$ cat config.mk
export PLATFORM = sky130hd
export DESIGN_NAME = hap_outbuf
export DESIGN_NICKNAME = d
export VERILOG_FILES = /design/src/design/hap_pkg.sv /design/src/design/hap_outbuf.sv
export SDC_FILE = /design/constraint.sdc
export NUM_CORES = 1
export LEC_CHECK = 0
export ABC_AREA = 1
export BUFFER_PORTS_ARGS = -buffer_cell sky130_fd_sc_hd__buf_4
export CORE_MARGIN = 1.5
export CORE_UTILIZATION = 51
export DETAILED_ROUTE_END_ITERATION = 16
export PLACE_DENSITY = 0.86
export SYNTH_ARGS = -nofsm -noshare
export SYNTH_HDL_FRONTEND = slang
export SYNTH_SLANG_ARGS = --single-unit
export TNS_END_PERCENT = 50
$ cat constraint.sdc
create_clock -name clk -period 3.75 [get_ports clk]
set_input_delay 0.5625 -clock clk [delete_from_list [all_inputs] [get_ports clk]]
set_output_delay 0.5625 -clock clk [all_outputs]
set_load 0.01 [all_outputs]
$ cat src/design/hap_pkg.sv
// ----------------------------------------------------------------------------
// hap_pkg
// Shared constants for the heading and axis power pipeline: angle units,
// CORDIC arctangent table, output field widths and register map.
// ----------------------------------------------------------------------------
package hap_pkg;

	// Internal angles are in units of 2^-20 degree.
	localparam int ANG_BITS   = 20;
	localparam int Z_W        = 32;
	localparam int MAX_STAGES = 24;

	localparam logic signed [Z_W-1:0] ONE_DEG = Z_W'(1 << ANG_BITS);
	localparam logic signed [Z_W-1:0] Z_90    = Z_W'(90 << ANG_BITS);
	localparam logic signed [Z_W-1:0] Z_180   = Z_W'(180 << ANG_BITS);
	localparam logic signed [Z_W-1:0] Z_270   = Z_W'(270 << ANG_BITS);
	localparam logic signed [Z_W-1:0] Z_360   = Z_W'(360 << ANG_BITS);

	// atan(2^-i) in units of 2^-20 degree.
	localparam logic signed [Z_W-1:0] ATAN_TAB [MAX_STAGES] = '{
		32'sd47185920, 32'sd27855475, 32'sd14718068, 32'sd7471121,
		32'sd3750058,  32'sd1876857,  32'sd938658,   32'sd469357,
		32'sd234682,   32'sd117342,   32'sd58671,    32'sd29335,
		32'sd14668,    32'sd7334,     32'sd3667,     32'sd1833,
		32'sd917,      32'sd458,      32'sd229,      32'sd115,
		32'sd57,       32'sd29,       32'sd14,       32'sd7
	};

	// Rotation datapath: Q30 start vector of length 1/K.
	localparam int Q_BITS = 30;
	localparam int R_W    = 32;
	localparam logic signed [R_W-1:0] GAIN_Q30 = 32'sd652032874;

	// Vectoring datapath width and the position scaling target.
	localparam int X_W       = 64;
	localparam int SCALE_TOP = 59;

	// Field widths.
	localparam int HEADING_W = 15;
	localparam int POWER_W   = 8;
	localparam int MAXP_W    = 7;
	localparam logic [MAXP_W-1:0] MAXP_RST = 7'd50;

	// Register map.
	localparam int APB_ADDR_W = 3;
	localparam int APB_DATA_W = 32;
	localparam int REG_IDX_W  = APB_ADDR_W - 2;
	localparam logic [REG_IDX_W-1:0] REG_POWER_CAP = '0;

endpackage

$ cat src/design/hap_outbuf.sv
// ----------------------------------------------------------------------------
// hap_outbuf
// Output register with one skid entry. Stalls the pipeline only when both
// entries hold a result.
// ----------------------------------------------------------------------------
module hap_outbuf (
	input  logic                                   clk,
	input  logic                                   arst_n,
	input  logic                                   push_valid,
	input  logic [hap_pkg::HEADING_W-1:0]          push_heading,
	input  logic signed [hap_pkg::POWER_W-1:0]     push_power_x,
	input  logic signed [hap_pkg::POWER_W-1:0]     push_power_y,
	output logic                                   en,
	output logic                                   out_valid,
	input  logic                                   out_ready,
	output logic [hap_pkg::HEADING_W-1:0]          heading,
	output logic signed [hap_pkg::POWER_W-1:0]     power_x,
	output logic signed [hap_pkg::POWER_W-1:0]     power_y
);
	import hap_pkg::*;

	logic                      out_valid_q, skid_valid_q;
	logic [HEADING_W-1:0]      heading_q, skid_heading_q;
	logic signed [POWER_W-1:0] power_x_q, power_y_q, skid_power_x_q, skid_power_y_q;
	logic                      load;
	logic                      push;

	assign en   = !skid_valid_q;
	assign push = push_valid && en;
	assign load = out_ready || !out_valid_q;

	always_ff @(posedge clk or negedge arst_n) begin
		if (!arst_n) begin
			out_valid_q  <= 1'b0;
			skid_valid_q <= 1'b0;
		end else if (load) begin
			out_valid_q  <= skid_valid_q || push;
			skid_valid_q <= 1'b0;
		end else if (push) begin
			skid_valid_q <= 1'b1;
		end
	end

	always_ff @(posedge clk) begin
		if (load) begin
			if (skid_valid_q) begin
				heading_q <= skid_heading_q;
				power_x_q <= skid_power_x_q;
				power_y_q <= skid_power_y_q;
			end else begin
				heading_q <= push_heading;
				power_x_q <= push_power_x;
				power_y_q <= push_power_y;
			end
		end else if (push) begin
			skid_heading_q <= push_heading;
			skid_power_x_q <= push_power_x;
			skid_power_y_q <= push_power_y;
		end
	end

	assign out_valid = out_valid_q;
	assign heading   = heading_q;
	assign power_x   = power_x_q;
	assign power_y   = power_y_q;

	a_skid_behind_out: assert property (@(posedge clk) disable iff (!arst_n)
		skid_valid_q |-> out_valid_q)
		else $error("skid entry holds a result while the output register is empty");

	a_skid_fill: assert property (@(posedge clk) disable iff (!arst_n)
		$rose(skid_valid_q) |-> $past(out_valid_q && !out_ready && push_valid))
		else $error("skid entry filled without a stalled output");

	a_skid_drain: assert property (@(posedge clk) disable iff (!arst_n)
		(skid_valid_q && out_ready) |=> (out_valid_q && !skid_valid_q))
		else $error("skid entry not moved to the output register");

endmodule

After elaboration in Yosys (flattened, before gate mapping)
Index checks and enable logic that the tools add are counted. W data, S select, Z words.

Mux-type cells: 5. Bitwise logic cells: 1. Reductions and logical operators: 7.

Operators with widths (number): $mux W8 (2); $mux W15 (1); $logic_not A1 Y1 (2); $logic_or A1 B1 Y1 (2); $mux W1 (2); $reduce_and A2 Y1 (1); $reduce_bool A2 Y1 (1); $logic_and A1 B1 Y1 (1); $not A1 Y1 (1).

Bits in registers: 64. Bits of input ports: 35. Output and inout port bits: 33. Logic and storage cells: 21.

Longest topological paths before layout
Word-level depth: 4. Mapped depth: 5. Gate-level depth less buffers: 3.

Worst setup path after synthesis
Ideal clock, no wire load.

Path kind: input-to-reg. Start: input port out_ready. End: register skid_heading_q[0], enable pin. Setup time: 0.420 ns. Arrival time: 2.746 ns. Data required time: 3.330 ns. Slack: 0.584 ns. Stages on the path: 3. Buffers on the path: 0. Path through: inv_1 > nand2_1 > nor2_1.

Cells in the longest elaborated chain, start to end: 3.

RTL lines: from (decl) (line hap_outbuf.sv:15) `input logic out_ready,`; $logic_or A1 B1 Y1 (line hap_outbuf.sv:30) `assign load = out_ready || !out_valid_q;`; named net load (line hap_outbuf.sv:25) `logic load;`; $not A1 Y1 (no line); $reduce_and A2 Y1 (no line); to (signal assigned) (line hap_outbuf.sv:56) `skid_heading_q <= push_heading;`; to (decl) (line hap_outbuf.sv:23) `logic [HEADING_W-1:0] heading_q, skid_heading_q;`.

The timed path passes the listed nets, and every way through them passes these cells. A chain may end at the register's enable or synchronous reset.

Worst setup path after layout
Start: register skid_valid_q. End: output port en.

Cells in the longest elaborated chain, start to end: 1.

RTL lines: from (decl) (line hap_outbuf.sv:22) `logic out_valid_q, skid_valid_q;`; from (signal assigned) (line hap_outbuf.sv:35) `skid_valid_q <= 1'b0;`; from (signal assigned) (line hap_outbuf.sv:38) `skid_valid_q <= 1'b0;`; from (signal assigned) (line hap_outbuf.sv:40) `skid_valid_q <= 1'b1;`; $logic_not A1 Y1 (line hap_outbuf.sv:28) `assign en = !skid_valid_q;`; to (decl) (line hap_outbuf.sv:13) `output logic en,`.

Every way passes these cells.

==> run metrics <==
status=completed; reg-to-reg slack, setup=1.32 ns; Min-Delay Endpoint=skid_heading_q[13]; post-route setup TNS=0 ns; Post-Route WL=4420 um; GP Congestion=0.729; Final Hold Viols=0; clk buf depth=2; Die Area=5170 um2; Reg clk slew, reported paths=0.07 ns; power per standard cell area=533 nW/um2; Sequential cell area=1910 um2; mean routed wirelength per cell=14.6 um; hold path startpoint=push_heading[13]; CTS tree=yes; Max Cap Viol=0; Starting DRT DRC Count=105; DR vias=1478; crit path launch type=flip-flop; Fill cells=299; Root Driver=clkbuf_8; first-pass iteration count of the detailed router=4; Post-Syn Nets=207; fraction of layout cells with a size suffix above 1=0.372; clock buffer count from CTS=9; skew final=0.00571 ns; total power=1660 uW; Hold Crit Depth=1; Non-Filler Instances=302; CTS sink cnt=64; worst-path maximum fanout=33; Max Slew Vio Count=0; FF-to-FF path depth=3; RSZ-0062 raised after global routing=no; RR Endpoint=skid_power_x_q[3]; core area=4470 um2; worst reg2reg path startpoint=skid_valid_q; Initial Utilization=0.541; I/O pin count=68; Synth Register Bits=64; grt total ovfl=0; shortest period the worst path allows=2.48 ns; yosys warns=0; Worst-Margin Slew=1.14 ns; post-DP HPWL=2910 um; Fmax=404 MHz; Antenna Cells=0; clock latency on the worst-skew pair=0.34 ns; Peak VDD IR=0.382 mV; vias per inst=4.89; # port buffers=67; pre-CTS WS=1.33 ns; Syn Area/Cell=14.1 um2; antenna viol nets, final=0; Cells after DPL=285; critical path endpoint category=output pin; Die X=71.9 um; Layout area overhead=29.0%; Seq/Total Area, Yosys=0.790; leakage power=0.00135 uW; first-pass GRT wire length=6780 um; hold crit path type=in -> reg; cell area after synthesis=2420 um2; largest net degree at the start of global routing=35; critical path class=reg -> out; Max-slew headroom=0.238; Arrival @ worst endpoint=1.91 ns; Unique masters post-synth=10; post_cts resized=0; GRT Total Usage=0.188; drt drc=0; chip height=71.9 um; FP Rows=24; final setup fails=0; initial antenna violation count=0; Final period util=0.661; Final nets=280; H-Tree Depth=3; instance count of the mapped netlist=172; vias in the first global route=1456; Final WS setup=1.27 ns; multi-input combinational cell area=407 um2; CP Data Required Time=3.19 ns
-- synth_stat cells --
master    instances  area share
buf_12            1      0.0083
buf_6             3       0.014
clkbuf_8          3       0.017
dfrtp_1           2       0.021
edfxtp_1         62        0.77
inv_1             1      0.0015
inv_8             1      0.0047
nand2_1          85        0.13
nand2_2          11       0.028
nor2_1            3      0.0047
-- cell type report --
class,instances,area share
multi-input combinational,99,0.130
sequential,64,0.612
clock inverter,4,0.0220
inverter,2,0.00481
tap,52,0.0208
clock buffer,12,0.0433
timing repair buffer,69,0.167
-- how the worst max path moves through the flow --
stage	end	slack [ns]	startpoint	depth (start not counted)
after floorplan	skid_heading_q[0]	0.58	out_ready	3
after global placement	skid_heading_q[0]	1.47	skid_valid_q	3
after detailed placement	skid_heading_q[0]	1.33	skid_valid_q	3
after CTS	en	1.28	skid_valid_q	2
after global routing	en	1.16	skid_valid_q	2
final	en	1.27	skid_valid_q	2
-- metal layers --
layer | wire (um) | global-route usage | vias up
li1 | - | - | 720
met1 | 1720 | 0.201 | 689
met2 | 2310 | 0.314 | 60
met3 | 283 | 0.0667 | 9
met4 | 106 | 0.124 | 0
met5 | 0 | 0 | -
-- sequential cells by signal, summed over array words and instances (netlist names) --
name            count
power_x             8
skid_valid_q        1
power_y             8
skid_power_y_q      8
skid_power_x_q      8
skid_heading_q     15
heading            15
out_valid           1
-- kinds of logic after synthesis --
group                  synth area share
buffers and inverters            0.0455
DFF                               0.790
and+or+nand+nor                   0.165
-- metrics by stage --
stage / instance area, um2 / util / hold slack (ns)
detailed placement: 2910 / 0.650 / 0.345
floorplan: 2420 / - / 0.267
CTS: 3120 / 0.698 / 0.396
global route: 3120 / 0.698 / 0.394
global placement: 2910 / 0.650 / 0.346
finish: 3120 / 0.698 / 0.409
-- report_power, final --
group	switching (uW)	internal, uW	leakage, uW	total (uW)
clock network	242	372	0.000102	614
logic	92.6	84.3	0.000626	177
registers	22.7	850	0.000622	872
total	357	1310	0.00135	1660
-- worst max-delay path, stage by stage (launching register included) --
cell and delay [ns]:
dfrtp_1 1.10, inv_8 0.23, buf_4 0.24
-- what timing repair did --
item,CTS,global route
hold endpoints to repair,2,0
buffers inserted,0,0
hold buffers,1,0
-- cell usage in the layout (no fill, tap or decap), drive strengths merged --
cell,count
bufinv,2
dlygate4sd3,1
nor2,3
dfrtp,2
edfxtp,62
clkinv,2
buf,68
inv,2
nand2,96
clkbuf,12
No activity file was read; power rests on OpenSTA's default activity.
